File: src/sv/dpoa_pkg.sv
// shared types, constants and the microcode table of the dust pulse occupancy averager
package dpoa_pkg;

	localparam int PC_W       = 4;
	localparam int CFG_ADDR_W = 2;
	localparam int CFG_DATA_W = 16;
	localparam int TICK_W     = 16;
	localparam int SLOT_VAL_W = 8;
	localparam int PM_SUM_W   = 11;
	localparam int TOTAL_MAX  = 2047;
	localparam int IN_DATA_W  = 8;
	localparam int OUT_DATA_W = 16;

	localparam logic [CFG_ADDR_W-1:0] CFG_WARMUP = 2'd0;
	localparam logic [CFG_ADDR_W-1:0] CFG_STUCK  = 2'd1;

	localparam logic [CFG_DATA_W-1:0] WARMUP_RST = 16'd30000;
	localparam logic [CFG_DATA_W-1:0] STUCK_RST  = 16'd10000;

	// program addresses
	localparam logic [PC_W-1:0] STEP_FETCH  = 4'd0;
	localparam logic [PC_W-1:0] STEP_CLOSE  = 4'd1;
	localparam logic [PC_W-1:0] STEP_ACC    = 4'd2;
	localparam logic [PC_W-1:0] STEP_CHECK  = 4'd3;
	localparam logic [PC_W-1:0] STEP_DIV    = 4'd4;
	localparam logic [PC_W-1:0] STEP_SCALE  = 4'd5;
	localparam logic [PC_W-1:0] STEP_STORE  = 4'd6;
	localparam logic [PC_W-1:0] STEP_SAMPLE = 4'd7;
	localparam logic [PC_W-1:0] STEP_EMIT   = 4'd8;

	typedef enum logic [3:0] {
		OP_NOP,
		OP_LATCH,
		OP_CLOSE,
		OP_ACC,
		OP_DIV_INIT,
		OP_DIV_STEP,
		OP_SCALE,
		OP_STORE,
		OP_SAMPLE,
		OP_EMIT
	} op_t;

	typedef enum logic [2:0] {
		COND_NEVER,
		COND_ALWAYS,
		COND_NO_BEAT,
		COND_OUT_BUSY,
		COND_SKIP_CLOSE,
		COND_K_MORE,
		COND_FULL,
		COND_DIV_MORE
	} cond_t;

	// hold: stay on this step; jump: go to target instead of the next step
	typedef struct packed {
		op_t              op;
		cond_t            hold;
		cond_t            jump;
		logic [PC_W-1:0]  target;
	} uword_t;

	typedef struct packed {
		op_t  op;
		logic fire;
	} ctrl_t;

	typedef struct packed {
		logic no_beat;
		logic out_busy;
		logic skip_close;
		logic k_more;
		logic full;
		logic div_more;
	} status_t;

	function automatic uword_t ucode_rom(input logic [PC_W-1:0] pc);
		uword_t w;
		unique case (pc)
			STEP_FETCH:  w = '{OP_LATCH,    COND_NO_BEAT,  COND_NEVER,      STEP_FETCH};
			STEP_CLOSE:  w = '{OP_CLOSE,    COND_NEVER,    COND_SKIP_CLOSE, STEP_SAMPLE};
			STEP_ACC:    w = '{OP_ACC,      COND_NEVER,    COND_K_MORE,     STEP_ACC};
			STEP_CHECK:  w = '{OP_DIV_INIT, COND_NEVER,    COND_FULL,       STEP_STORE};
			STEP_DIV:    w = '{OP_DIV_STEP, COND_NEVER,    COND_DIV_MORE,   STEP_DIV};
			STEP_SCALE:  w = '{OP_SCALE,    COND_NEVER,    COND_NEVER,      STEP_FETCH};
			STEP_STORE:  w = '{OP_STORE,    COND_NEVER,    COND_NEVER,      STEP_FETCH};
			STEP_SAMPLE: w = '{OP_SAMPLE,   COND_NEVER,    COND_NEVER,      STEP_FETCH};
			STEP_EMIT:   w = '{OP_EMIT,     COND_OUT_BUSY, COND_ALWAYS,     STEP_FETCH};
			default:     w = '{OP_NOP,      COND_NEVER,    COND_ALWAYS,     STEP_FETCH};
		endcase
		return w;
	endfunction

	function automatic logic cond_eval(input cond_t c, input status_t st);
		logic r;
		unique case (c)
			COND_NEVER:      r = 1'b0;
			COND_ALWAYS:     r = 1'b1;
			COND_NO_BEAT:    r = st.no_beat;
			COND_OUT_BUSY:   r = st.out_busy;
			COND_SKIP_CLOSE: r = st.skip_close;
			COND_K_MORE:     r = st.k_more;
			COND_FULL:       r = st.full;
			COND_DIV_MORE:   r = st.div_more;
			default:         r = 1'b0;
		endcase
		return r;
	endfunction

endpackage

File: src/sv/dpoa_useq.sv
// microcode sequencer: step counter, control word fetch and conditional jumps
module dpoa_useq (
	input  logic             clk,
	input  logic             arst_n,
	input  dpoa_pkg::status_t status,
	output dpoa_pkg::ctrl_t   ctrl
);
	import dpoa_pkg::*;

	logic [PC_W-1:0] pc_q;
	uword_t          uw;
	logic            hold;
	logic            take;

	always_comb begin
		uw   = ucode_rom(pc_q);
		hold = cond_eval(uw.hold, status);
		take = cond_eval(uw.jump, status);
		ctrl.op   = uw.op;
		ctrl.fire = !hold;
	end

	always_ff @(posedge clk or negedge arst_n) begin
		if (!arst_n) begin
			pc_q <= STEP_FETCH;
		end else if (!hold) begin
			if (take) begin
				pc_q <= uw.target;
			end else begin
				pc_q <= pc_q + PC_W'(1);
			end
		end
	end

endmodule

File: src/sv/dpoa_dpath.sv
// datapath: sample counters, window ring, sum accumulator, radix-2 divider and result register
module dpoa_dpath #(
	parameter int RING_SLOTS = 5,
	parameter int WINDOW_CAP = 250
) (
	input  logic                                clk,
	input  logic                                arst_n,
	input  dpoa_pkg::ctrl_t                     ctrl,
	output dpoa_pkg::status_t                   status,
	input  logic                                cfg_we,
	input  logic [dpoa_pkg::CFG_ADDR_W-1:0]     cfg_addr,
	input  logic [dpoa_pkg::CFG_DATA_W-1:0]     cfg_wdata,
	input  logic                                s_tvalid,
	output logic                                s_tready,
	input  logic [dpoa_pkg::IN_DATA_W-1:0]      s_tdata,
	output logic                                m_tvalid,
	input  logic                                m_tready,
	output logic [dpoa_pkg::OUT_DATA_W-1:0]     m_tdata
);
	import dpoa_pkg::*;

	localparam int SLOT_W = (RING_SLOTS > 2) ? $clog2(RING_SLOTS) : 1;
	localparam int CNT_W  = $clog2(RING_SLOTS + 1);
	localparam int ACC_W  = SLOT_VAL_W + CNT_W;
	localparam int DCNT_W = $clog2(ACC_W + 1);

	// architectural state
	logic [CFG_DATA_W-1:0] warm_cfg_q, stuck_cfg_q;
	logic [TICK_W-1:0]     tick_q, warm_q, stuck_q;
	logic [SLOT_VAL_W-1:0] ring_q [RING_SLOTS];
	logic [SLOT_W-1:0]     slot_q;
	logic                  full_q;
	logic [PM_SUM_W-1:0]   total_q;
	logic                  off_q;
	logic                  m_tvalid_q;

	// per-item scratch
	logic                  pwr_q, pin_q, we_q;
	logic [CNT_W-1:0]      n_q, k_q;
	logic [ACC_W-1:0]      acc_q, quo_q;
	logic [CNT_W-1:0]      rem_q;
	logic [DCNT_W-1:0]     dcnt_q;
	logic [OUT_DATA_W-1:0] m_tdata_q;

	logic [SLOT_W-1:0]     wr_idx;
	logic [SLOT_VAL_W-1:0] capped;
	logic [CNT_W-1:0]      limit;
	logic [CNT_W:0]        rem_sh;
	logic                  rem_ge;
	logic                  fault;
	logic                  do_close;

	always_comb begin
		wr_idx = (CNT_W'(slot_q) >= CNT_W'(RING_SLOTS)) ? '0 : slot_q;
		capped = (tick_q > TICK_W'(WINDOW_CAP)) ? SLOT_VAL_W'(WINDOW_CAP)
			: tick_q[SLOT_VAL_W-1:0];
		limit  = full_q ? CNT_W'(RING_SLOTS) : n_q;
		rem_sh = {rem_q, quo_q[ACC_W-1]};
		rem_ge = rem_sh >= {1'b0, n_q};
		fault  = stuck_q == '0;
		do_close = we_q && !pin_q && warm_q == '0;

		status.no_beat    = !s_tvalid;
		status.out_busy   = m_tvalid_q && !m_tready;
		status.skip_close = !do_close;
		status.k_more     = (k_q + CNT_W'(1)) < limit;
		status.full       = full_q;
		status.div_more   = dcnt_q > DCNT_W'(1);
	end

	assign s_tready = ctrl.op == OP_LATCH;
	assign m_tvalid = m_tvalid_q;
	assign m_tdata  = m_tdata_q;

	always_ff @(posedge clk or negedge arst_n) begin
		if (!arst_n) begin
			warm_cfg_q  <= WARMUP_RST;
			stuck_cfg_q <= STUCK_RST;
			tick_q      <= '0;
			warm_q      <= WARMUP_RST;
			stuck_q     <= STUCK_RST;
			for (int i = 0; i < RING_SLOTS; i++) begin
				ring_q[i] <= '0;
			end
			slot_q      <= '0;
			full_q      <= 1'b0;
			total_q     <= '0;
			off_q       <= 1'b0;
			m_tvalid_q  <= 1'b0;
		end else begin
			if (cfg_we) begin
				if (cfg_addr == CFG_WARMUP) begin
					warm_cfg_q <= cfg_wdata;
				end else if (cfg_addr == CFG_STUCK) begin
					stuck_cfg_q <= cfg_wdata;
				end
			end
			if (ctrl.fire && ctrl.op == OP_EMIT) begin
				m_tvalid_q <= 1'b1;
			end else if (m_tready) begin
				m_tvalid_q <= 1'b0;
			end
			if (ctrl.fire) begin
				unique case (ctrl.op)
					OP_CLOSE: begin
						if (we_q && pin_q) begin
							slot_q <= '0;
							full_q <= 1'b0;
						end else if (do_close) begin
							ring_q[wr_idx] <= capped;
							tick_q         <= '0;
						end
					end
					OP_SCALE: begin
						if (n_q == CNT_W'(RING_SLOTS)) begin
							full_q <= 1'b1;
						end
					end
					OP_STORE: begin
						total_q <= (16'(acc_q) > 16'(TOTAL_MAX)) ? PM_SUM_W'(TOTAL_MAX)
							: PM_SUM_W'(acc_q);
						slot_q  <= (n_q == CNT_W'(RING_SLOTS)) ? '0 : n_q[SLOT_W-1:0];
					end
					OP_SAMPLE: begin
						if (!pwr_q) begin
							// first powered-off sample reinitializes once
							if (!off_q) begin
								tick_q  <= '0;
								total_q <= '0;
								warm_q  <= warm_cfg_q;
								stuck_q <= stuck_cfg_q;
								for (int i = 0; i < RING_SLOTS; i++) begin
									ring_q[i] <= '0;
								end
								off_q <= 1'b1;
							end
						end else begin
							off_q <= 1'b0;
							if (warm_q != '0) begin
								warm_q <= warm_q - TICK_W'(1);
							end else if (pin_q) begin
								if (tick_q != '1) begin
									tick_q <= tick_q + TICK_W'(1);
								end
								if (stuck_q != '0) begin
									stuck_q <= stuck_q - TICK_W'(1);
								end
							end else begin
								stuck_q <= stuck_cfg_q;
							end
						end
					end
					default: begin
					end
				endcase
			end
		end
	end

	always_ff @(posedge clk) begin
		if (ctrl.fire) begin
			unique case (ctrl.op)
				OP_LATCH: begin
					pwr_q <= s_tdata[0];
					pin_q <= s_tdata[1];
					we_q  <= s_tdata[2];
				end
				OP_CLOSE: begin
					n_q   <= CNT_W'(wr_idx) + CNT_W'(1);
					k_q   <= '0;
					acc_q <= '0;
				end
				OP_ACC: begin
					acc_q <= acc_q + ACC_W'(ring_q[k_q[SLOT_W-1:0]]);
					k_q   <= k_q + CNT_W'(1);
				end
				OP_DIV_INIT: begin
					quo_q  <= acc_q;
					rem_q  <= '0;
					dcnt_q <= DCNT_W'(ACC_W);
				end
				OP_DIV_STEP: begin
					// one quotient bit per step, restoring
					rem_q  <= rem_ge ? CNT_W'(rem_sh - {1'b0, n_q}) : CNT_W'(rem_sh);
					quo_q  <= {quo_q[ACC_W-2:0], rem_ge};
					dcnt_q <= dcnt_q - DCNT_W'(1);
				end
				OP_SCALE: begin
					acc_q <= ACC_W'(quo_q * ACC_W'(RING_SLOTS));
				end
				OP_EMIT: begin
					m_tdata_q <= {4'b0, fault, fault ? PM_SUM_W'(0) : total_q};
				end
				default: begin
				end
			endcase
		end
	end

endmodule

File: src/sv/dust_pulse_occupancy_averager.sv
// top level of the dust pulse occupancy averager
// One input beat is one 1 ms sensor sample; every sample gives exactly one result beat with
// the moving RING_SLOTS-window low-occupancy sum and the stuck-low fault flag. A small
// microcode program steps a shared datapath, so a sample is taken only while the program sits
// at its fetch step. A sample that closes no window passes through the fetch, close, sample
// and emit steps. A window close with a full ring runs the fetch, close, slot sum, check, store,
// sample and emit steps (the slot sum adds one slot per cycle). While the ring fills, the average
// goes through a one-bit-per-cycle divider between the check and scale steps. A result waiting
// in the output register holds the program at its last step until it is taken.
module dust_pulse_occupancy_averager #(
	parameter int RING_SLOTS = 5,
	parameter int WINDOW_CAP = 250
) (
	input  logic                                clk,
	input  logic                                arst_n,
	input  logic                                cfg_we,
	input  logic [dpoa_pkg::CFG_ADDR_W-1:0]     cfg_addr,
	input  logic [dpoa_pkg::CFG_DATA_W-1:0]     cfg_wdata,
	input  logic                                s_tvalid,
	output logic                                s_tready,
	input  logic [dpoa_pkg::IN_DATA_W-1:0]      s_tdata,  // power_on, pin_low, window_end, pad
	output logic                                m_tvalid,
	input  logic                                m_tready,
	output logic [dpoa_pkg::OUT_DATA_W-1:0]     m_tdata   // pm_sum[10:0], sensor_fault, pad
);
	import dpoa_pkg::*;

	localparam int SUM_LIMIT = (WINDOW_CAP * RING_SLOTS > TOTAL_MAX) ? TOTAL_MAX
		: WINDOW_CAP * RING_SLOTS;

	ctrl_t   ctrl;
	status_t status;

	dpoa_useq u_useq (
		.clk    (clk),
		.arst_n (arst_n),
		.status (status),
		.ctrl   (ctrl)
	);

	dpoa_dpath #(
		.RING_SLOTS (RING_SLOTS),
		.WINDOW_CAP (WINDOW_CAP)
	) u_dpath (
		.clk       (clk),
		.arst_n    (arst_n),
		.ctrl      (ctrl),
		.status    (status),
		.cfg_we    (cfg_we),
		.cfg_addr  (cfg_addr),
		.cfg_wdata (cfg_wdata),
		.s_tvalid  (s_tvalid),
		.s_tready  (s_tready),
		.s_tdata   (s_tdata),
		.m_tvalid  (m_tvalid),
		.m_tready  (m_tready),
		.m_tdata   (m_tdata)
	);

	// the program leaves the fetch step right after a sample beat
	a_leave_fetch: assert property (@(posedge clk) disable iff (!arst_n)
		s_tvalid && s_tready |=> !s_tready)
		else $error("input taken twice in a row");

	// a faulty sensor reports a zero sum
	a_fault_zero: assert property (@(posedge clk) disable iff (!arst_n)
		m_tvalid && m_tdata[PM_SUM_W] |-> m_tdata[PM_SUM_W-1:0] == '0)
		else $error("nonzero sum with fault");

	a_sum_range: assert property (@(posedge clk) disable iff (!arst_n)
		m_tvalid |-> m_tdata[PM_SUM_W-1:0] <= PM_SUM_W'(SUM_LIMIT))
		else $error("sum above window cap times slots");

	// a result is emitted only from the last program step
	a_emit_step: assert property (@(posedge clk) disable iff (!arst_n)
		$rose(m_tvalid) |-> $past(ctrl.op == OP_EMIT))
		else $error("result outside emit step");

endmodule

File: config.mk
export PLATFORM = sky130hd
export DESIGN_NAME = dust_pulse_occupancy_averager
export DESIGN_NICKNAME = d
export VERILOG_FILES = /design/src/sv/dpoa_pkg.sv /design/src/sv/dpoa_useq.sv /design/src/sv/dpoa_dpath.sv /design/src/sv/dust_pulse_occupancy_averager.sv
export SDC_FILE = /design/constraint.sdc
export NUM_CORES = 1
export LEC_CHECK = 0
export ABC_CLOCK_PERIOD_IN_PS = 5500
export BUFFER_PORTS_ARGS = -buffer_cell sky130_fd_sc_hd__buf_2
export CAP_MARGIN = 25
export CORE_MARGIN = 2
export CORE_UTILIZATION = 40
export DETAILED_ROUTE_END_ITERATION = 8
export PLACE_DENSITY = 0.67
export SYNTH_ARGS = -nofsm -noshare
export SYNTH_HDL_FRONTEND = slang
export SYNTH_SLANG_ARGS = --single-unit
File: constraint.sdc
create_clock -name clk -period 5.5 [get_ports clk]
set_clock_uncertainty 0.2 [all_clocks]
set_input_delay 1.1 -clock clk [delete_from_list [all_inputs] [get_ports clk]]
set_output_delay 1.1 -clock clk [all_outputs]
set_load 0.02 [all_outputs]
==> report_table.html, run 1 <==
<table>
<tr><th>Metric</th><th>Value</th></tr>
<tr><th colspan="2">Synth</th></tr>
<tr><td>Flop and latch count out of synthesis</td><td>191</td></tr>
<tr><td>Share of flip-flops with an asynchronous set or reset</td><td>0.738</td></tr>
<tr><td>Sequential fraction of the synthesis area</td><td>0.488</td></tr>
<tr><td>Synthesized area</td><td>10400 sq um</td></tr>
<tr><td>Number of library cell types mapped by synthesis</td><td>72</td></tr>
<tr><td>Library cell with the highest instance count after synthesis</td><td>dfrtp_1</td></tr>
<tr><td>Number of flops mapped to enable cells by yosys</td><td>50</td></tr>
<tr><td>Gate count of the mapped netlist</td><td>979</td></tr>
<tr><td>Fraction of post-synthesis cell area in the top cell type by area</td><td>0.282</td></tr>
<tr><td>Yosys warning count</td><td>0</td></tr>
<tr><td>Cell accounting for the most synthesized area</td><td>dfrtp_1</td></tr>
<tr><td>Most frequent cells after synthesis</td><td>dfrtp_1 (117), o21ai_0 (76), nand2_1 (75)</td></tr>
<tr><td>Post-synthesis area per instance</td><td>10.6 sq um</td></tr>
<tr><td>Main area contributors after synthesis</td><td>dfrtp_1 (28%), edfxtp_1 (14%), dfstp_2 (6.1%), ha_1 (5.2%), mux2_2 (4.6%)</td></tr>
<tr><td>Most used flip-flop cell after synthesis</td><td>dfrtp_1</td></tr>
<tr><th colspan="2">Finish</th></tr>
<tr><td>Multi-input gate area in the final layout</td><td>4980 sq um</td></tr>
<tr><td>Layout cell share with drive strength beyond 1</td><td>0.169</td></tr>
<tr><td>Antenna fix cells</td><td>0</td></tr>
<tr><td>Count of fill cells added during filler insertion</td><td>2335</td></tr>
<tr><td>Number of nets in the finished design</td><td>1086</td></tr>
<tr><td>Area growth from synthesis to final layout</td><td>10.8%</td></tr>
<tr><td>Final instance area</td><td>11500 sq um</td></tr>
<tr><td>Sequential standard cell area</td><td>5060 sq um</td></tr>
<tr><td>Number of non-filler instances in the completed layout</td><td>1352</td></tr>
<tr><th colspan="2">STA</th></tr>
<tr><td>Final setup violation count</td><td>0</td></tr>
<tr><td>Fin crit share</td><td>0.809</td></tr>
<tr><td>Setup_tns</td><td>0 ps</td></tr>
<tr><td>Slew Viols, Final</td><td>0</td></tr>
<tr><td>Measured slew at the worst slew-check pin</td><td>985 ps</td></tr>
<tr><td>Unrepaired setup endpoints after global routing</td><td>false</td></tr>
<tr><td>Final number of hold-violating endpoints</td><td>0</td></tr>
<tr><td>Highest clock frequency the design can meet</td><td>225 MHz</td></tr>
<tr><td>Post-layout min period</td><td>4450 ps</td></tr>
<tr><td>Worst slew margin relative to its limit</td><td>0.342</td></tr>
<tr><th colspan="2">Clocking</th></tr>
<tr><td>Skew-Pair Late Insertion Delay</td><td>440 ps</td></tr>
<tr><td>Inserted Clock Buffers</td><td>17</td></tr>
<tr><td>Number of buffers inserted to repair setup after CTS</td><td>0</td></tr>
<tr><td>Longest Clk Path Bufs</td><td>2</td></tr>
<tr><td>Number of hold buffers added after CTS</td><td>0</td></tr>
<tr><td>CTS tree</td><td>built</td></tr>
<tr><td>Clock net sink count</td><td>191</td></tr>
<tr><td>Max H-tree Level</td><td>4</td></tr>
<tr><td>Clock input transition at the sequential cells of the worst setup and hold paths</td><td>70 ps</td></tr>
<tr><td>Master cell of the clock root buffer</td><td>clkbuf_16</td></tr>
<tr><td>Number of gates resized after CTS</td><td>0</td></tr>
<tr><th colspan="2">GRT</th></tr>
<tr><td>Global-route usage over all layers</td><td>0.181</td></tr>
<tr><td>Initial antenna violation count</td><td>0</td></tr>
<tr><td>Remaining Overflow, GRT</td><td>0</td></tr>
<tr><td>Global-route wire length before repair</td><td>39100 microns</td></tr>
<tr><td>Via count of the first global-routing pass</td><td>7470</td></tr>
<tr><td>Largest net degree at the start of global routing</td><td>105</td></tr>
<tr><th colspan="2">Worst setup path</th></tr>
<tr><td>Endpoint of the worst-slack reg-to-reg timing path</td><td>u_dpath.ring_q[28]</td></tr>
<tr><td>Largest incremental delay on the critical path</td><td>680 ps</td></tr>
<tr><td>Crit. End Element</td><td>flop</td></tr>
<tr><td>Maximum fanout count along the critical path</td><td>15</td></tr>
<tr><td>Register-to-Register Path Depth</td><td>8</td></tr>
<tr><td>Startpoint of the worst register-to-register path</td><td>u_useq.pc_q[0]</td></tr>
<tr><td>Arrival time at the worst endpoint</td><td>4580 ps</td></tr>
<tr><td>Critical path type</td><td>reg -&gt; reg</td></tr>
<tr><td>Worst-case register-to-register setup slack</td><td>1050 ps</td></tr>
<tr><td>Cell at the slowest stage of the critical path</td><td>and3_1</td></tr>
<tr><td>Nature of the critical path startpoint</td><td>flop</td></tr>
<tr><td>Cell breakdown of the critical path</td><td>inv_1 &gt; ha_1 &gt; nor3b_1 &gt; nand4_1 &gt; o32ai_4 &gt; and3_1 &gt; o21ai_1 &gt; a22o_1</td></tr>
<tr><td>Data required time at the worst endpoint</td><td>5630 ps</td></tr>
<tr><th colspan="2">Place</th></tr>
<tr><td>Count of placed standard cells including taps</td><td>1318</td></tr>
<tr><td>Buffers on Ports</td><td>39</td></tr>
<tr><td>Gpl congestion</td><td>0.836</td></tr>
<tr><td>Placed instance area</td><td>10900 sq um</td></tr>
<tr><td>Final HPWL from detailed placement</td><td>16300 microns</td></tr>
<tr><th colspan="2">Pwr</th></tr>
<tr><td>Worst vdd ir</td><td>0.241 mV</td></tr>
<tr><td>Total net switching power</td><td>2.28 mW</td></tr>
<tr><td>Proportion of power drawn by flip-flops and latches</td><td>0.398</td></tr>
<tr><td>Post-layout power</td><td>5.78 mW</td></tr>
<tr><td>Logic gate share of total power</td><td>0.395</td></tr>
<tr><td>Pwr per Cell Area</td><td>503 nW/um^2</td></tr>
<tr><td>Switching portion of total power</td><td>0.395</td></tr>
<tr><td>Leakage Power</td><td>4.67 nW</td></tr>
<tr><td>Int Power</td><td>3.50 mW</td></tr>
<tr><td>Clock share of power</td><td>0.207</td></tr>
<tr><th colspan="2">Floorplan</th></tr>
<tr><td>Die outline area</td><td>27200 sq um</td></tr>
<tr><td>Row cnt</td><td>58</td></tr>
<tr><td>Die Height</td><td>165 microns</td></tr>
<tr><td>Effective utilization at floorplan</td><td>0.409</td></tr>
<tr><td>Horizontal die dimension</td><td>165 microns</td></tr>
<tr><td>Number of ports placed on the die boundary</td><td>49</td></tr>
<tr><td>Core area</td><td>25300 sq um</td></tr>
<tr><th colspan="2">Detailed routing</th></tr>
<tr><td>Top routing layer in use</td><td>met4</td></tr>
<tr><td>Met1 wire length</td><td>10600 microns</td></tr>
<tr><td>Number of iterations in the first detailed-routing pass</td><td>5</td></tr>
<tr><td>Routed wire length on met3</td><td>671 microns</td></tr>
<tr><td>Final routed wirelength across all metal layers</td><td>23000 microns</td></tr>
<tr><td>Starting DRC count in detailed routing</td><td>634</td></tr>
<tr><td>Remaining number of nets flagged by the antenna check after routing</td><td>0</td></tr>
<tr><td>Total DRC errors in the routed layout</td><td>0</td></tr>
<tr><td>Avg Vias per Cell</td><td>5.66</td></tr>
<tr><td>Routed length on met2</td><td>11500 microns</td></tr>
<tr><td>Via count</td><td>7651</td></tr>
<tr><td>Routed wire per std cell</td><td>17.0 microns</td></tr>
<tr><th colspan="2">Worst hold path</th></tr>
<tr><td>Hold EP</td><td>u_dpath.ring_q[37]</td></tr>
<tr><td>Hold wc startpoint</td><td>u_dpath.ring_q[37]</td></tr>
<tr><td>Cell count of the worst hold path</td><td>1</td></tr>
<tr><td>Class of the most critical hold timing path</td><td>reg -&gt; reg</td></tr>
<tr><th colspan="2">Run</th></tr>
<tr><td>Max Cap Violations</td><td>0</td></tr>
<tr><th colspan="2">Status</th></tr>
<tr><td>Result of the run</td><td>finished clean</td></tr>
</table>
## state kept, by name (all words and copies together) (netlist names), 4 cells and up
signal / flops
u_dpath.acc_q: 11
u_dpath.tick_q: 16
u_dpath.warm_q: 16
u_dpath.dcnt_q: 4
u_dpath.quo_q: 11
u_dpath.warm_cfg_q: 16
u_dpath.total_q: 11
u_dpath.stuck_q: 16
u_dpath.m_tdata: 12
u_useq.pc_q: 4
u_dpath.stuck_cfg_q: 16
u_dpath.ring_q: 40
## power by group through the flow
stage / logic, mW / registers (mW) / clock network [mW]
floorplan: 1.84 / 2.15 / 0
global placement: 2.20 / 2.32 / 0
detailed placement: 2.26 / 2.33 / 0
CTS: 2.27 / 2.30 / 1.22
global route: 2.58 / 2.36 / 1.27
finish: 2.28 / 2.30 / 1.20
## cell type report
type | count | share of cell area
Tap cell | 330 | 0.0359
Clock inverter | 12 | 0.00817
Timing Repair Buffer | 52 | 0.0278
Inverter | 43 | 0.0140
Multi-Input combinational cell | 704 | 0.433
Sequential cell | 191 | 0.440
Clock buffer | 20 | 0.0407
## stage by stage
stage / util / setup slack (ps) / hold slack, ps
3_3_place_gp: 0.430 / 1250 / 267
5_1_grt: 0.454 / 679 / 299
3_5_place_dp: 0.430 / 1100 / 272
2_1_floorplan: - / 1470 / 251
6_report: 0.454 / 1050 / 285
4_1_cts: 0.452 / 1080 / 290
## kinds of logic after synthesis
kind of cell	Yosys count	share of synthesized area
other	1	0.000362
muxes	58	0.0695
adders and majority gates	46	0.0577
DFF	191	0.488
xor gates and xnor gates	20	0.0169
buffers and inverters	87	0.0350
and+or+nand+nor	298	0.146
AOI/OAI and AO/OA	278	0.186
## layout by cell type (no fill, tap or decap), drive strengths merged, types with 5 or more instances in the layout
cell	instances
a211oi	7
a21o	7
a21oi	54
a22o	24
and2	19
buf	52
clkbuf	20
dfrtp	117
dfstp	24
edfxtp	50
ha	43
inv	50
mux2	42
mux2i	9
mux4	7
nand2	75
nand2b	11
nand3	17
nand4	13
nor2	68
nor2b	6
nor3	25
nor3b	7
nor4	10
o211ai	10
o21ai	83
o22a	8
o22ai	7
o2bb2ai	30
o31ai	7
o41ai	6
or2	5
or3	16
or4	12
xnor2	12
xor2	8
## layer usage
| metal | up-vias | track usage |
|---|---|---|
| met5 | - | 0 |
| met4 | 0 | 0.0443 |
| met3 | 18 | 0.0314 |
| met2 | 114 | 0.305 |
| met1 | 3805 | 0.242 |
| li1 | 3714 | - |
## worst max path at each step
| stage | startpoint | to | slack (ps) | cells past startpoint |
|---|---|---|---|---|
| after floorplan | m_tready | u_dpath.dcnt_q[0] | 1470 | 4 |
| after CTS | u_useq.pc_q[0] | u_dpath.ring_q[28] | 1080 | 8 |
| after detailed placement | u_useq.pc_q[0] | u_dpath.ring_q[28] | 1100 | 8 |
| after global routing | u_useq.pc_q[0] | u_dpath.ring_q[28] | 680 | 8 |
| after global placement | u_useq.pc_q[0] | u_dpath.ring_q[28] | 1250 | 8 |
| final | u_useq.pc_q[0] | u_dpath.ring_q[28] | 1050 | 8 |
## worst max-delay path: cells and delay by family (launching register included)
| family | cells | cell delay (ps) |
|---|---|---|
| buffers and inverters | 1 | 260 |
| DFF | 1 | 610 |
| AOI/OAI and AO/OA | 3 | 1300 |
| adders and majority gates | 1 | 440 |
| and+or+nand+nor | 3 | 1520 |
(Power assumes the default switching activity.)
==> run 2: changes to the inputs <==
Settings changed: ABC_CLOCK_PERIOD_IN_PS 5500 to 4600.
Clock period 5.5 ns to 4.6 ns, I/O delays scaled along.
==> run 2 against run 1 <==
Net effect: sequential share of layout area down 0.14 points; total power up 21%; cell count up 0.15%; register-to-register slack worse by 570 ps; cell area up 0.33%; fmax up 8.1%; clock power up 25%; die area unchanged; via count up 1.5%; combinational power up 20%; routed wire length up 2.3%; first-iteration DRC count down 12%.
==> report_table.html, run 2 (synthesized netlist as in run 1, its figures left out) <==
<table>
<tr><th>Metric</th><th>Value</th></tr>
<tr><th colspan="2">STA</th></tr>
<tr><td>Final setup violation count</td><td>0 (unchanged)</td></tr>
<tr><td>Measured slew at the worst slew-check pin</td><td>877 ps (-107 ps)</td></tr>
<tr><td>Unrepaired setup endpoints after global routing</td><td>false</td></tr>
<tr><td>Post-layout min period</td><td>4120 ps (-332 ps)</td></tr>
<tr><td>Highest clock frequency the design can meet</td><td>243 MHz (+8.1%)</td></tr>
<tr><td>Setup_tns</td><td>0 ps (unchanged)</td></tr>
<tr><td>Fin crit share</td><td>0.896 (+0.0862)</td></tr>
<tr><td>Final number of hold-violating endpoints</td><td>0 (unchanged)</td></tr>
<tr><td>Slew Viols, Final</td><td>0 (unchanged)</td></tr>
<tr><td>Worst slew margin relative to its limit</td><td>0.413 (+0.0714)</td></tr>
<tr><th colspan="2">Detailed routing</th></tr>
<tr><td>Total DRC errors in the routed layout</td><td>0 (unchanged)</td></tr>
<tr><td>Routed length on met2</td><td>11900 microns (+2.8%)</td></tr>
<tr><td>Avg Vias per Cell</td><td>5.74 (+1.4%)</td></tr>
<tr><td>Remaining number of nets flagged by the antenna check after routing</td><td>0 (unchanged)</td></tr>
<tr><td>Top routing layer in use</td><td>met4</td></tr>
<tr><td>Via count</td><td>7768 (+1.5%)</td></tr>
<tr><td>Final routed wirelength across all metal layers</td><td>23600 microns (+2.3%)</td></tr>
<tr><td>Routed wire length on met3</td><td>713 microns (+6.3%)</td></tr>
<tr><td>Starting DRC count in detailed routing</td><td>557 (-12%)</td></tr>
<tr><td>Routed wire per std cell</td><td>17.4 microns (+2.2%)</td></tr>
<tr><td>Number of iterations in the first detailed-routing pass</td><td>5 (unchanged)</td></tr>
<tr><td>Met1 wire length</td><td>10600 microns (+0.15%)</td></tr>
<tr><th colspan="2">GRT</th></tr>
<tr><td>Global-route wire length before repair</td><td>39200 microns (+0.10%)</td></tr>
<tr><td>Initial antenna violation count</td><td>0 (unchanged)</td></tr>
<tr><td>Global-route usage over all layers</td><td>0.182 (+0.00117)</td></tr>
<tr><td>Via count of the first global-routing pass</td><td>7621 (+2.0%)</td></tr>
<tr><td>Remaining Overflow, GRT</td><td>0 (unchanged)</td></tr>
<tr><td>Largest net degree at the start of global routing</td><td>92 (-12%)</td></tr>
<tr><th colspan="2">Worst setup path</th></tr>
<tr><td>Data required time at the worst endpoint</td><td>4700 ps (-930 ps)</td></tr>
<tr><td>Critical path type</td><td>reg -&gt; reg</td></tr>
<tr><td>Nature of the critical path startpoint</td><td>flop</td></tr>
<tr><td>Worst setup startpoint</td><td>u_useq.pc_q[0]</td></tr>
<tr><td>Crit. End Element</td><td>flop</td></tr>
<tr><td>Arrival time at the worst endpoint</td><td>4220 ps (-360 ps)</td></tr>
<tr><td>Maximum fanout count along the critical path</td><td>26 (+11)</td></tr>
<tr><td>Startpoint of the worst register-to-register path</td><td>u_useq.pc_q[0]</td></tr>
<tr><th colspan="2">Run</th></tr>
<tr><td>Max Cap Violations</td><td>0 (unchanged)</td></tr>
<tr><th colspan="2">Clocking</th></tr>
<tr><td>Number of hold buffers added after CTS</td><td>0 (unchanged)</td></tr>
<tr><td>Skew-Pair Late Insertion Delay</td><td>430 ps (about the same)</td></tr>
<tr><td>Number of gates resized after CTS</td><td>0 (unchanged)</td></tr>
<tr><td>Inserted Clock Buffers</td><td>17 (unchanged)</td></tr>
<tr><td>CTS tree</td><td>built</td></tr>
<tr><td>Max H-tree Level</td><td>4 (unchanged)</td></tr>
<tr><td>Clock net sink count</td><td>191 (unchanged)</td></tr>
<tr><td>Number of buffers inserted to repair setup after CTS</td><td>0 (unchanged)</td></tr>
<tr><td>Clock input transition at the sequential cells of the worst setup and hold paths</td><td>70 ps (about the same)</td></tr>
<tr><td>Master cell of the clock root buffer</td><td>clkbuf_16</td></tr>
<tr><td>Longest Clk Path Bufs</td><td>2 (unchanged)</td></tr>
<tr><th colspan="2">Finish</th></tr>
<tr><td>Most common cell after layout, fill and taps aside</td><td>dfrtp_1</td></tr>
<tr><td>Area growth from synthesis to final layout</td><td>11.2%</td></tr>
<tr><td>Antenna fix cells</td><td>0 (unchanged)</td></tr>
<tr><td>Number of nets in the finished design</td><td>1088 (+0.18%)</td></tr>
<tr><td>Multi-input gate area in the final layout</td><td>4980 sq um (unchanged)</td></tr>
<tr><td>Flip-flop count of the largest register after layout</td><td>40 (unchanged)</td></tr>
<tr><td>Number of non-filler instances in the completed layout</td><td>1354 (+0.15%)</td></tr>
<tr><td>Sequential standard cell area</td><td>5060 sq um (unchanged)</td></tr>
<tr><td>Commonest cells after routing, fill and taps aside</td><td>dfrtp_1 (117), o21ai_0 (76), nand2_1 (75)</td></tr>
<tr><td>Layout cell share with drive strength beyond 1</td><td>0.170 (+0.000646)</td></tr>
<tr><td>Count of fill cells added during filler insertion</td><td>2364 (+1.2%)</td></tr>
<tr><td>Biggest register</td><td>u_dpath.ring_q</td></tr>
<tr><th colspan="2">Floorplan</th></tr>
<tr><td>Die outline area</td><td>27200 sq um (unchanged)</td></tr>
<tr><td>Core area</td><td>25300 sq um (unchanged)</td></tr>
<tr><td>Effective utilization at floorplan</td><td>0.409 (unchanged)</td></tr>
<tr><td>Die Height</td><td>165 microns (unchanged)</td></tr>
<tr><td>Horizontal die dimension</td><td>165 microns (unchanged)</td></tr>
<tr><td>Row cnt</td><td>58 (unchanged)</td></tr>
<tr><td>Number of ports placed on the die boundary</td><td>49 (unchanged)</td></tr>
<tr><th colspan="2">Worst hold path</th></tr>
<tr><td>Class of the most critical hold timing path</td><td>reg -&gt; reg</td></tr>
<tr><td>Hold wc startpoint</td><td>u_dpath.ring_q[10]</td></tr>
<tr><th colspan="2">Place</th></tr>
<tr><td>Gpl congestion</td><td>0.822 (-1.7%)</td></tr>
<tr><td>Count of placed standard cells including taps</td><td>1322 (+0.30%)</td></tr>
<tr><td>Buffers on Ports</td><td>39 (unchanged)</td></tr>
<tr><td>Final HPWL from detailed placement</td><td>16400 microns (+0.91%)</td></tr>
<tr><th colspan="2">Pwr</th></tr>
<tr><td>Leakage Power</td><td>4.69 nW (+0.49%)</td></tr>
<tr><td>Pwr per Cell Area</td><td>608 nW/um^2 (+21%)</td></tr>
<tr><td>Worst vdd ir</td><td>0.297 mV (+24%)</td></tr>
<tr><th colspan="2">Status</th></tr>
<tr><td>Result of the run</td><td>finished clean</td></tr>
</table>
run 2: stage by stage:
| step | area [sq um] | util | hold WS (ps) | power, mW | setup WS (ps) |
|---|---|---|---|---|---|
| 4_1_cts | 11500 | 0.455 | 290 | 7.04 | 561 |
| 6_report | 11500 | 0.455 | 285 | 7.01 | 480 |
| 3_5_place_dp | 10900 | 0.432 | 273 | 5.51 | 623 |
| 5_1_grt | 11500 | 0.455 | 305 | 7.52 | 203 |
| 2_1_floorplan | 10400 | - | 251 | 4.78 | 615 |
| 3_3_place_gp | 10900 | 0.432 | 267 | 5.44 | 731 |
run 2: report_power, final:
| part | internal (mW) | total, mW | switching (mW) | leakage (nW) |
|---|---|---|---|---|
| combinational | 1.13 | 2.74 | 1.61 | 2.14 |
| clock | 0.833 | 1.50 | 0.667 | 0.296 |
| sequential | 2.31 | 2.77 | 0.455 | 2.25 |
| total | 4.28 | 7.01 | 2.73 | 4.69 |
run 2: worst paths after layout:
check                                              to  slack (ps)  depth (start not counted)
max in group asynchronous          u_dpath.warm_q[12]        3010                          2
worst min-delay path               u_dpath.ring_q[10]         280                          1
worst min register to register     u_dpath.ring_q[10]         280                          1
worst max-delay path               u_dpath.tick_q[10]         480                          8
worst max register to register     u_dpath.tick_q[10]         480                          8
min in group asynchronous       u_dpath.warm_cfg_q[7]         360                          1
run 2: metal layers:
| layer | vias to the layer above | track usage |
|---|---|---|
| met1 | 3861 | 0.235 |
| met2 | 162 | 0.312 |
| met4 | 0 | 0.0601 |
| met3 | 36 | 0.0286 |
| met5 | - | 0 |
| li1 | 3709 | - |
run 2: cell type report:
class                           instances  area share
Sequential cell                       191       0.439
Clock buffer                           23      0.0433
Inverter                               43      0.0140
Timing Repair Buffer                   54      0.0283
Clock inverter                          9     0.00803
Tap cell                              330      0.0358
Multi-Input combinational cell        704       0.432
run 2: worst max-delay path, stage by stage, from the launching register on:
cell      delay [ps]
dfrtp_1          610
inv_1            270
ha_1             460
nor3b_2          420
o21ai_0          410
o32ai_4          560
o211ai_4         340
or2_1            390
o41ai_1          320
